## config.mk

```make
export PLATFORM = sky130hd
export DESIGN_NAME = uplink_reference_sample_generator_core_flat
export DESIGN_NICKNAME = d
export VERILOG_FILES = /design/src/hw/rtl/urs_pkg.sv /design/src/hw/rtl/urs_req_if.sv /design/src/hw/rtl/urs_rsp_if.sv /design/src/hw/rtl/uplink_reference_sample_generator_core.sv /design/src/flat_wrapper.sv
export SDC_FILE = /design/constraint.sdc
export NUM_CORES = 1
export LEC_CHECK = 0
export BUFFER_PORTS_ARGS = -buffer_cell sky130_fd_sc_hd__buf_2
export CAP_MARGIN = 15
export CORE_ASPECT_RATIO = 1.5
export CORE_UTILIZATION = 35
export CTS_CLUSTER_DIAMETER = 30
export DETAILED_ROUTE_END_ITERATION = 10
export GPL_ROUTABILITY_DRIVEN = 0
export SLEW_MARGIN = 10
export SYNTH_ARGS = -nofsm -noshare
export SYNTH_HDL_FRONTEND = slang
export SYNTH_SLANG_ARGS = --single-unit
```

## constraint.sdc

```tcl
create_clock -name clk -period 8.53 [get_ports clk]
set_clock_uncertainty 0.1 [all_clocks]
set_input_delay 1.706 -clock clk [delete_from_list [all_inputs] [get_ports clk]]
set_output_delay 1.706 -clock clk [all_outputs]
set_load 0.02 [all_outputs]
```

## src/hw/rtl/urs_pkg.sv

```systemverilog
// ============================================================================
// Uplink reference sample package
// Shared types, constants and helper functions for the sample generator.
// ============================================================================
package urs_pkg;

    localparam int unsigned ROOT_MOD     = 30;
    localparam int unsigned ROOT_RECIP   = 34953;
    localparam int unsigned ROOT_SHIFT   = 20;
    localparam int unsigned TURN         = 768;
    localparam int unsigned HALF         = 384;
    localparam int unsigned QUARTER      = 192;
    localparam int unsigned AMP_BIAS     = 128;
    localparam int unsigned DMRS_LEN     = 12;
    localparam int unsigned DMRS_SHIFT   = 5;
    localparam int unsigned SLOT_STEP_LG = 6;
    localparam real         PI_VALUE     = 3.14159265358979323846;
    localparam real         AMP_SCALE    = 127.0;
    localparam real         PHASE_STEP   = PI_VALUE / real'(HALF);

    localparam logic MODE_DMRS = 1'b0;
    localparam logic MODE_SRS  = 1'b1;

    typedef enum logic [1:0] {
        BW_8  = 2'd0,
        BW_16 = 2'd1,
        BW_32 = 2'd2,
        BW_64 = 2'd3
    } bw_code_t;

    typedef struct packed {
        logic        mode;
        logic [15:0] user_id;
        logic [7:0]  slot;
        logic [7:0]  bw_code;
        logic [8:0]  sample_index;
    } req_t;

    typedef struct packed {
        logic [7:0] in_phase;
        logic [7:0] quadrature;
        logic       last;
        logic       out_of_range;
    } rsp_t;

    typedef logic [QUARTER:0][6:0] amp_table_t;

    // Quarter-wave table: trunc(127 * cos(m * pi / 384)) for m = 0 .. 192.
    function automatic amp_table_t build_amp_table();
        amp_table_t tbl;
        real        ang;
        for (int i = 0; i <= int'(QUARTER); i++)
        begin
            ang    = PHASE_STEP * real'(i);
            tbl[i] = 7'($rtoi(AMP_SCALE * $cos(ang)));
        end
        return tbl;
    endfunction

    localparam amp_table_t QUARTER_AMP = build_amp_table();

    // Residue modulo three, using the fact that four is one modulo three.
    function automatic logic [1:0] mod3(input logic [15:0] x);
        logic [4:0] s1;
        logic [2:0] s2;
        logic [2:0] s3;
        s1 = '0;
        for (int i = 0; i < 8; i++)
        begin
            s1 = s1 + 5'(x[2*i +: 2]);
        end
        s2 = 3'(s1[1:0]) + 3'(s1[3:2]) + 3'(s1[4]);
        s3 = 3'(s2[1:0]) + 3'(s2[2]);
        if (s3 >= 3'd3)
        begin
            s3 = s3 - 3'd3;
        end
        return s3[1:0];
    endfunction

    // 128 plus or minus the table value for a phase in units of pi/384.
    function automatic logic [7:0] amplitude(input logic [9:0] p);
        logic [7:0] idx;
        logic       neg;
        logic [6:0] a;
        if (p <= 10'(QUARTER))
        begin
            idx = p[7:0];
            neg = 1'b0;
        end
        else if (p < 10'(HALF))
        begin
            idx = 8'(10'(HALF) - p);
            neg = 1'b1;
        end
        else if (p <= 10'(HALF + QUARTER))
        begin
            idx = 8'(p - 10'(HALF));
            neg = 1'b1;
        end
        else
        begin
            idx = 8'(10'(TURN) - p);
            neg = 1'b0;
        end
        a = QUARTER_AMP[idx];
        return neg ? 8'(AMP_BIAS) - 8'(a) : 8'(AMP_BIAS) + 8'(a);
    endfunction

endpackage

```

## src/hw/rtl/urs_req_if.sv

```systemverilog
// ============================================================================
// Sample request channel
// Valid/ready channel that carries one sample request per transaction.
// ============================================================================
interface urs_req_if;
    logic          valid;
    logic          ready;
    urs_pkg::req_t data;

    modport source (output valid, output data, input ready);
    modport sink   (input valid, input data, output ready);
endinterface

```

## src/hw/rtl/urs_rsp_if.sv

```systemverilog
// ============================================================================
// Sample result channel
// Valid/ready channel that carries one reference sample per transaction.
// ============================================================================
interface urs_rsp_if;
    logic          valid;
    logic          ready;
    urs_pkg::rsp_t data;

    modport source (output valid, output data, input ready);
    modport sink   (input valid, input data, output ready);
endinterface

```

## src/hw/rtl/uplink_reference_sample_generator_core.sv

```systemverilog
// The generator returns one chirp reference sample for every request
// transaction, with the root taken from the user identity. It accepts a
// request in every clock cycle while the result channel is not stalled, and
// delivers each result through a five-stage pipeline that ends in the output
// register. When the result channel stalls, the whole pipeline holds.
// ============================================================================
// Uplink reference sample generator core
// Pipelined chirp phase computation and quarter-wave amplitude lookup.
// ============================================================================
module uplink_reference_sample_generator_core
(
    input  logic          clk,
    input  logic          rst_n,
    urs_req_if.sink       req,
    urs_rsp_if.source     rsp
);

    logic pipe_en;

    logic        v1_reg;
    logic [11:0] quot_reg;
    logic [17:0] kk_reg;
    logic [15:0] user1_reg;
    logic        mode1_reg;
    logic [9:0]  base1_reg;
    logic [2:0]  shift1_reg;
    logic        oor1_reg;
    logic        last1_reg;

    logic        v2_reg;
    logic [4:0]  root_reg;
    logic [9:0]  kkm_reg;
    logic        mode2_reg;
    logic [9:0]  base2_reg;
    logic [2:0]  shift2_reg;
    logic        oor2_reg;
    logic        last2_reg;

    logic        v3_reg;
    logic [19:0] prod_reg;
    logic        mode3_reg;
    logic [9:0]  base3_reg;
    logic        oor3_reg;
    logic        last3_reg;

    logic        v4_reg;
    logic [9:0]  phase_reg;
    logic        mode4_reg;
    logic        oor4_reg;
    logic        last4_reg;

    logic          out_valid_reg;
    urs_pkg::rsp_t out_data_reg;

    logic [31:0] quot_prod;
    logic [9:0]  k_plus;
    logic [8:0]  len;
    logic [2:0]  shift;
    logic [9:0]  base;
    logic [16:0] quot_x30;
    logic [15:0] resid;
    logic [14:0] uk_prod;
    logic [9:0]  t_mod;
    logic [10:0] p_sum;
    logic [9:0]  p_next;
    logic [9:0]  q_phase;
    urs_pkg::rsp_t out_next;

    assign pipe_en   = !out_valid_reg || rsp.ready;
    assign req.ready = pipe_en;
    assign rsp.valid = out_valid_reg;
    assign rsp.data  = out_data_reg;

    always_comb
    begin
        quot_prod = 32'(req.data.user_id) * 32'(urs_pkg::ROOT_RECIP);
        k_plus    = 10'(req.data.sample_index) + 10'd1;
        base      = {urs_pkg::mod3(16'(req.data.slot[7:2])), req.data.slot[1:0],
                     urs_pkg::SLOT_STEP_LG'(0)};
        if (req.data.mode == urs_pkg::MODE_DMRS)
        begin
            len   = 9'(urs_pkg::DMRS_LEN);
            shift = 3'(urs_pkg::DMRS_SHIFT);
        end
        else
        begin
            base = '0;
            case (req.data.bw_code)
                8'(urs_pkg::BW_16):
                begin
                    len   = 9'd96;
                    shift = 3'd2;
                end
                8'(urs_pkg::BW_32):
                begin
                    len   = 9'd192;
                    shift = 3'd1;
                end
                8'(urs_pkg::BW_64):
                begin
                    len   = 9'd384;
                    shift = 3'd0;
                end
                default:
                begin
                    len   = 9'd48;
                    shift = 3'd3;
                end
            endcase
        end
    end

    always_comb
    begin
        quot_x30 = 17'(quot_reg) * 17'(urs_pkg::ROOT_MOD);
        resid    = user1_reg - quot_x30[15:0];
        uk_prod  = 15'(root_reg) * 15'(kkm_reg);
        t_mod    = {urs_pkg::mod3(16'(prod_reg[19:8])), prod_reg[7:0]};
        p_sum    = 11'(base3_reg) + 11'(urs_pkg::TURN) - 11'(t_mod);
        if (p_sum >= 11'(urs_pkg::TURN))
        begin
            p_next = 10'(p_sum - 11'(urs_pkg::TURN));
        end
        else
        begin
            p_next = p_sum[9:0];
        end
        if (phase_reg >= 10'(urs_pkg::QUARTER))
        begin
            q_phase = phase_reg - 10'(urs_pkg::QUARTER);
        end
        else
        begin
            q_phase = phase_reg + 10'(urs_pkg::TURN - urs_pkg::QUARTER);
        end
        out_next.in_phase     = urs_pkg::amplitude(phase_reg);
        out_next.quadrature   = (mode4_reg == urs_pkg::MODE_DMRS) ?
                                urs_pkg::amplitude(q_phase) : 8'd0;
        out_next.last         = last4_reg;
        out_next.out_of_range = oor4_reg;
        if (oor4_reg)
        begin
            out_next.in_phase   = 8'd0;
            out_next.quadrature = 8'd0;
            out_next.last       = 1'b0;
        end
    end

    always_ff @(posedge clk or negedge rst_n)
    begin
        if (!rst_n)
        begin
            v1_reg        <= 1'b0;
            v2_reg        <= 1'b0;
            v3_reg        <= 1'b0;
            v4_reg        <= 1'b0;
            out_valid_reg <= 1'b0;
        end
        else if (pipe_en)
        begin
            v1_reg        <= req.valid;
            v2_reg        <= v1_reg;
            v3_reg        <= v2_reg;
            v4_reg        <= v3_reg;
            out_valid_reg <= v4_reg;
        end
    end

    always_ff @(posedge clk)
    begin
        if (pipe_en)
        begin
            quot_reg   <= quot_prod[urs_pkg::ROOT_SHIFT +: 12];
            kk_reg     <= 18'(19'(req.data.sample_index) * 19'(k_plus));
            user1_reg  <= req.data.user_id;
            mode1_reg  <= req.data.mode;
            base1_reg  <= base;
            shift1_reg <= shift;
            oor1_reg   <= req.data.sample_index >= len;
            last1_reg  <= req.data.sample_index == (len - 9'd1);

            root_reg   <= resid[4:0] + 5'd1;
            kkm_reg    <= {urs_pkg::mod3(16'(kk_reg[17:8])), kk_reg[7:0]};
            mode2_reg  <= mode1_reg;
            base2_reg  <= base1_reg;
            shift2_reg <= shift1_reg;
            oor2_reg   <= oor1_reg;
            last2_reg  <= last1_reg;

            prod_reg   <= 20'(uk_prod) << shift2_reg;
            mode3_reg  <= mode2_reg;
            base3_reg  <= base2_reg;
            oor3_reg   <= oor2_reg;
            last3_reg  <= last2_reg;

            phase_reg  <= p_next;
            mode4_reg  <= mode3_reg;
            oor4_reg   <= oor3_reg;
            last4_reg  <= last3_reg;

            out_data_reg <= out_next;
        end
    end

`ifndef SYNTHESIS
    a_oor_zero: assert property (@(posedge clk) disable iff (!rst_n)
        rsp.valid && rsp.data.out_of_range |->
            rsp.data.in_phase == 8'd0 && rsp.data.quadrature == 8'd0 && !rsp.data.last)
        else $error("out-of-range result carries nonzero fields");

    a_in_range_amp: assert property (@(posedge clk) disable iff (!rst_n)
        rsp.valid && !rsp.data.out_of_range |-> rsp.data.in_phase != 8'd0)
        else $error("in-range result has zero in-phase amplitude");

    a_accept_enters: assert property (@(posedge clk) disable iff (!rst_n)
        req.valid && req.ready |=> v1_reg)
        else $error("accepted transaction did not enter the pipeline");

    a_stall_holds: assert property (@(posedge clk) disable iff (!rst_n)
        out_valid_reg && !rsp.ready |=> $stable(v4_reg) && $stable(phase_reg))
        else $error("pipeline advanced during an output stall");
`endif

endmodule
```

## src/flat_wrapper.sv

```systemverilog
// flat-port wrapper written by rule: the top's interface ports become plain ports
module uplink_reference_sample_generator_core_flat 
  (clk, rst_n, req_valid, req_data, req_ready, rsp_valid, rsp_data, rsp_ready);
  urs_req_if req_i ();
  urs_rsp_if rsp_i ();
  input  logic clk;
  input  logic rst_n;
  input wire logic [$bits(req_i.valid)-1:0] req_valid;
  input wire logic [$bits(req_i.data)-1:0] req_data;
  output wire logic [$bits(req_i.ready)-1:0] req_ready;
  output wire logic [$bits(rsp_i.valid)-1:0] rsp_valid;
  output wire logic [$bits(rsp_i.data)-1:0] rsp_data;
  input wire logic [$bits(rsp_i.ready)-1:0] rsp_ready;
  assign req_i.valid = req_valid;
  assign req_i.data = req_data;
  assign req_ready = req_i.ready;
  assign rsp_valid = rsp_i.valid;
  assign rsp_data = rsp_i.data;
  assign rsp_i.ready = rsp_ready;
  uplink_reference_sample_generator_core u_core (.clk(clk), .rst_n(rst_n), .req(req_i), .rsp(rsp_i));
endmodule
```

# Word-level counts from Yosys, hierarchy flattened
# Memory sizes are Yosys's and may differ from the RTL's.
# Index checks and enable logic that the tools add are counted.
[op_classes]
eq_ne = 4
shifts = 1
multipliers = 4
muxes = 24
order_cmp = 14
addsub = 42
reduce_logical = 3
[ops]
columns = ["cell", "n"]
rows = [
  ["$mux 8", 8],
  ["$add 5x2->5", 8],
  ["$mul 16x16->32 const B", 1],
  ["$pmux 9 s3", 1],
  ["$le 10x10->1 const B", 2],
  ["$le 10x8->1 const B", 2],
  ["$lt 10x9->1 const B", 2],
  ["$mux 10", 2],
  ["$shl 15x3->20", 1],
  ["$add 2x2->3", 6],
  ["$lt 8x9->1 const B", 2],
  ["$mul 9x10->18", 1],
  ["$add 8x7->8 const A", 2],
  ["$eq 8x2->1 const B", 2],
  ["$sub 1x8->8 const A", 2],
  ["$sub 8x7->8 const A", 2],
  ["$sub 8x8->8 const A", 2],
  ["$sub 8x8->8 const B", 2],
  ["$mul 5x10->15", 1],
  ["$mux 7", 2],
  ["$mul 12x4->4 const B", 1],
  ["$add 10x10->11 const B", 1],
  ["$ge 11x10->1 const B", 1],
  ["$sub 11x10->11", 1],
  ["other kinds (22)", 37],
]
[totals]
elab_cells = 128
out_inout_bits = 20
reg_bits = 151
inputBits = 46
rom_bits = 3584
mem_count = 2
[mem_list]
columns = ["name", "depth", "word_bits", "rd", "rd_ports_with_merged_regs", "write_ports", "line", "text"]
rows = [
  ["(name not given)", 256, 7, 1, 0, 0, "urs_pkg.sv:106", "a = QUARTER_AMP[idx];"],
  ["(name not given)", 256, 7, 1, 0, 0, "urs_pkg.sv:106", ""],
]

# Logic depth before layout (Yosys ltp)
[depth]
word_depth = 13
ltp_mapped = 27
mapped_depth_nobuf = 27

# Worst setup path after synthesis
# No wires, ideal clock.
[synth_path]
path_kind = "input to output"
start = "in rsp_ready"
end = "out req_ready"
t_required_ns = 6.724
path_stages = 2
t_arrival_ns = 5.248
path_slack_ns = 1.476
path_buffers = 1
cell_sequence = "nand2b_1 -> clkbuf_1"
[synth_via]
elab_chain_cells = 1
[synth_lines]
columns = ["item", "line", "text"]
rows = [
  ["start, declared", "flat_wrapper.sv:13", "input wire logic [$bits(rsp_i.ready)-1:0] rsp_ready;"],
  ["$logic_or 1x1->1", "uplink_reference_sample_generator_core.sv:69", "assign pipe_en = !out_valid_reg || rsp.ready;"],
  ["end, declared", "flat_wrapper.sv:10", "output wire logic [$bits(req_i.ready)-1:0] req_ready;"],
]
# Every way passes these cells.

# Final worst setup path
[layout_path]
start = "in req_data[0]"
end = "reg u_core.kk_reg[17], data pin"
[layout_via]
elab_chain_cells = 2
[layout_lines]
columns = ["item", "line", "text"]
rows = [
  ["start, declared", "flat_wrapper.sv:9", "input wire logic [$bits(req_i.data)-1:0] req_data;"],
  ["$add 9x1->10", "uplink_reference_sample_generator_core.sv:77", "k_plus = 10'(req.data.sample_index) + 10'd1;"],
  ["$mul 9x10->18 (*)", "uplink_reference_sample_generator_core.sv:174", "kk_reg <= 18'(19'(req.data.sample_index) * 19'(k_plus));"],
  ["end signal, assigned", "uplink_reference_sample_generator_core.sv:174", ""],
  ["end, declared", "uplink_reference_sample_generator_core.sv:22", "logic [17:0] kk_reg;"],
]
# Every way passes the cells marked *; elsewhere a longest branch is shown, timed or not.
# A chain may end at the register's enable or synchronous reset.

==> results.rst <==
.. list-table::
   :header-rows: 1

   * - Metric
     - Value
   * - Number of core rows
     - 93
   * - Sequential area share after synthesis
     - roughly a quarter
   * - TritonCTS clock tree
     - built
   * - Antenna fix cells
     - 0
   * - Cell with the largest stage delay on the worst path
     - sky130_fd_sc_hd__fa_1
   * - Max cap viols
     - 0
   * - Required time of the critical path
     - around 8.6 ns
   * - Wirelength, routed
     - roughly 35000 um
   * - Depth of the worst register-to-register path
     - 25
   * - Number of register bits inferred by synthesis
     - between 100 and 150
   * - Critical Path Source Type
     - input pin
   * - Vias/cell
     - around 5.3
   * - Fraction of layout cells with a size suffix above 1
     - between 10% and 20%
   * - Synthesized netlist net count
     - slightly below 2000
   * - Category of the critical setup timing path
     - in -> reg
   * - Buffers from clock root to sink, at most
     - 2
   * - Initial antenna violation count
     - 0
   * - WP depth
     - 25
   * - Count of cell types in the netlist
     - about 110
   * - Detailed-router iteration count before antenna repair
     - 7
   * - Slew at the pin with the worst max-slew slack
     - 1.12 ns
   * - Hold Violations, Final
     - 0
   * - Number of slew-limit violations in the final report
     - 0
   * - Detail Placement HPWL
     - 28200 um
   * - Final antenna-violating net count
     - 0
   * - Highest clock frequency the design can meet
     - roughly 0.13 GHz
   * - Destination of the critical timing path
     - u_core.kk_reg[17]
   * - Filler cells
     - about 4300
   * - # port buffers
     - 65
   * - Nature of the critical path endpoint
     - flop
   * - DRC
     - 0
   * - Number of vias after detailed routing
     - approximately 12000
   * - Remaining Overflow, GRT
     - 0
   * - Startpoint of the worst setup timing path
     - req_data[0]
   * - Fin Setup TNS
     - 0 ns
   * - First-pass GRT wire length
     - between 50000 and 60000 um
   * - Chip height
     - 258 um
   * - Final critical path time including I/O delays and setup
     - ~7.4 ns
   * - Area added between synthesis and finish
     - 9.22%
   * - Clk sink count
     - between 100 and 150
   * - Number of instances in the synthesized netlist
     - between 1500 and 2000
   * - Total Die Area
     - between 40000 and 50000 um^2
   * - Setup Buffers After CTS
     - 0
   * - CTS H-Tree Depth
     - 4
   * - Die span in x
     - about 170 um
   * - Min-delay worst type
     - reg -> reg
   * - Launch instance of the worst min-delay path
     - u_core.last3_reg
   * - Worst-case register-to-register setup slack
     - approximately 1.9 ns
   * - Unrepaired setup endpoints after global routing
     - false
   * - Data arrival time of the critical path
     - 7.49 ns
   * - Async S/R FF share, synth
     - approximately 4.1%
   * - Total of warnings raised by yosys
     - 0
   * - Vias in the first global route
     - 12200
   * - Predominant post-synthesis flop cell
     - sky130_fd_sc_hd__edfxtp_1
   * - Placeable Area
     - roughly 43000 um^2
   * - Post-CTS Hold Fix Bufs
     - 0
   * - Clock input transition at the sequential cells of the worst setup and hold paths
     - roughly 0.06 ns
   * - Starting utilization of the core area
     - between 30% and 40%
   * - Master cell of the clock root buffer
     - sky130_fd_sc_hd__clkbuf_16
   * - Portion of the clock cycle consumed by the worst path in the final layout
     - 87.0%
   * - Biggest cell delay along the critical path
     - 0.59 ns
   * - Top Ports
     - 66
   * - Reg-to-reg endpoint
     - u_core.phase_reg[9]
   * - Pin count of the biggest net entering global routing
     - 85
   * - Outcome
     - completed
   * - Storage element area
     - about 3600 um^2
   * - Worst skew pair latency
     - 0.43 ns
   * - Worst-path maximum fanout
     - 17
   * - Endpoints failing setup
     - 0
   * - CP delay by family, top
     - adder cells
   * - Final Net Count
     - 1994
   * - Wire per inst
     - ~16 um
   * - Count of flip-flops with a built-in enable after synthesis
     - 116
   * - Multi-input combinational cell area
     - 10500 um^2
   * - Post-cts repair resize count
     - 0
   * - Reg-to-Reg Start
     - u_core.prod_reg[8]
   * - Headroom to the max-slew limit
     - roughly a quarter
   * - Sum of buffers and inverters on the critical path
     - 5
   * - Synth Cell Area
     - 15300 um^2
   * - Clock buffer count from CTS
     - 17
   * - GR Util All Layers
     - approximately 16%
   * - Number of flip-flops in the largest register
     - 19
   * - Drt first-iter violations
     - 619
   * - Mean area per synthesized cell
     - 9.51 um^2
## cell usage in the layout (no fill, tap or decap), types with 15 or more instances in the layout
cell                        synthesis  layout
sky130_fd_sc_hd__buf_2             16      65
sky130_fd_sc_hd__nor3_1            24      24
sky130_fd_sc_hd__nand2b_1          38      37
sky130_fd_sc_hd__nand3_1           31      31
sky130_fd_sc_hd__mux2i_1           19      19
sky130_fd_sc_hd__and2_1            34      34
sky130_fd_sc_hd__edfxtp_1         116     116
sky130_fd_sc_hd__a21oi_1           64      64
sky130_fd_sc_hd__fa_1             118     118
sky130_fd_sc_hd__o21ai_0           45      45
sky130_fd_sc_hd__nor2b_1           39      39
sky130_fd_sc_hd__clkbuf_16          0      17
sky130_fd_sc_hd__nor2_1            83      83
sky130_fd_sc_hd__a21o_1            17      17
sky130_fd_sc_hd__inv_1            248     248
sky130_fd_sc_hd__a31oi_1           16      16
sky130_fd_sc_hd__o211ai_1          17      17
sky130_fd_sc_hd__ha_1             194     194
sky130_fd_sc_hd__nor4_1            15      15
sky130_fd_sc_hd__xnor2_1           54      54
sky130_fd_sc_hd__nand2_1          108     108
## Yosys cell counts (17+ instances only)
master                     instances  area share [%]
sky130_fd_sc_hd__nor2_1           83             2.0
sky130_fd_sc_hd__o211ai_1         17            0.83
sky130_fd_sc_hd__and2_1           34             1.4
sky130_fd_sc_hd__nand2_1         108             2.6
sky130_fd_sc_hd__a21oi_1          64             2.1
sky130_fd_sc_hd__nor2b_1          39             1.6
sky130_fd_sc_hd__clkbuf_1         36            0.88
sky130_fd_sc_hd__edfxtp_1        116              23
sky130_fd_sc_hd__fa_1            118              15
sky130_fd_sc_hd__ha_1            194              16
sky130_fd_sc_hd__inv_1           248             6.1
sky130_fd_sc_hd__a21o_1           17            0.83
sky130_fd_sc_hd__o21ai_0          45             1.5
sky130_fd_sc_hd__xnor2_1          54             3.1
sky130_fd_sc_hd__nor3_1           24            0.78
sky130_fd_sc_hd__mux2i_1          19             1.2
sky130_fd_sc_hd__nand2b_1         38             1.6
sky130_fd_sc_hd__nand3_1          31             1.0
## cells by family after synthesis
group,after synthesis,synth area share [%]
buffers and inverters,315,8.15
muxes,33,2.42
DFF,121,23.5
xor gates and xnor gates,68,3.89
AOI/OAI and AO/OA,307,14.9
and+or+nand+nor,455,15.9
adders and majority gates,312,31.3
## final cells by class
cell class | instances | area share [%]
Clock buffer | 18 | 2.56
Multi-Input combinational cell | 1175 | 62.6
Inverter | 252 | 5.65
Clock inverter | 14 | 1.26
Sequential cell | 121 | 21.6
Tap cell | 570 | 4.26
Timing Repair Buffer | 69 | 2.12
## worst reg2reg max path: cells and delay by family, from the launching register on
kind / cells / cell delay [ns]
AND/OR/NAND/NOR: 2 / 0.17
adder cells (fa/ha/maj): 12 / 4.22
buffers and inverters: 5 / 0.28
XOR/XNOR: 2 / 0.47
flip-flops: 1 / 0.37
AO/OA/AOI/OAI: 4 / 0.80
## how the worst min path moves through the flow
stage | slack [ns] | to | cells past startpoint
after floorplan | 0.30 | u_core.base2_reg[6] | 0
after global placement | 0.30 | u_core.base3_reg[8] | 0
after detailed placement | 0.30 | u_core.kkm_reg[2] | 0
after CTS | 0.32 | u_core.last4_reg | 0
after global routing | 0.32 | u_core.shift2_reg[0] | 0
final | 0.32 | u_core.last4_reg | 0
## layer usage
| layer | vias to the layer above | routed length [um] | global-route usage, % |
|---|---|---|---|
| met4 | 0 | 1400 | 8.19 |
| met2 | 258 | 18700 | 30.9 |
| met1 | 5749 | 13900 | 17.3 |
| met3 | 87 | 1060 | 2.30 |
| li1 | 5675 | - | - |
| met5 | - | 0 | 0 |
## through the flow
step                      setup slack [ns]  utilization [%]  std cells  instance area, um^2  hold slack (ns)
after floorplan                       1.48                -       1611                15300            0.300
after global placement               0.800             37.4       2187                16100            0.300
after detailed placement             0.651             37.4       2187                16100            0.305
after CTS                             1.12             38.9       2219                16700            0.318
after global routing                 0.658             38.9       2219                16700            0.319
final                                 1.11             38.9       2219                16700            0.315
Power is not shown: default switching activity piles up to over one toggle a cycle in this logic, so the estimate is an artifact.
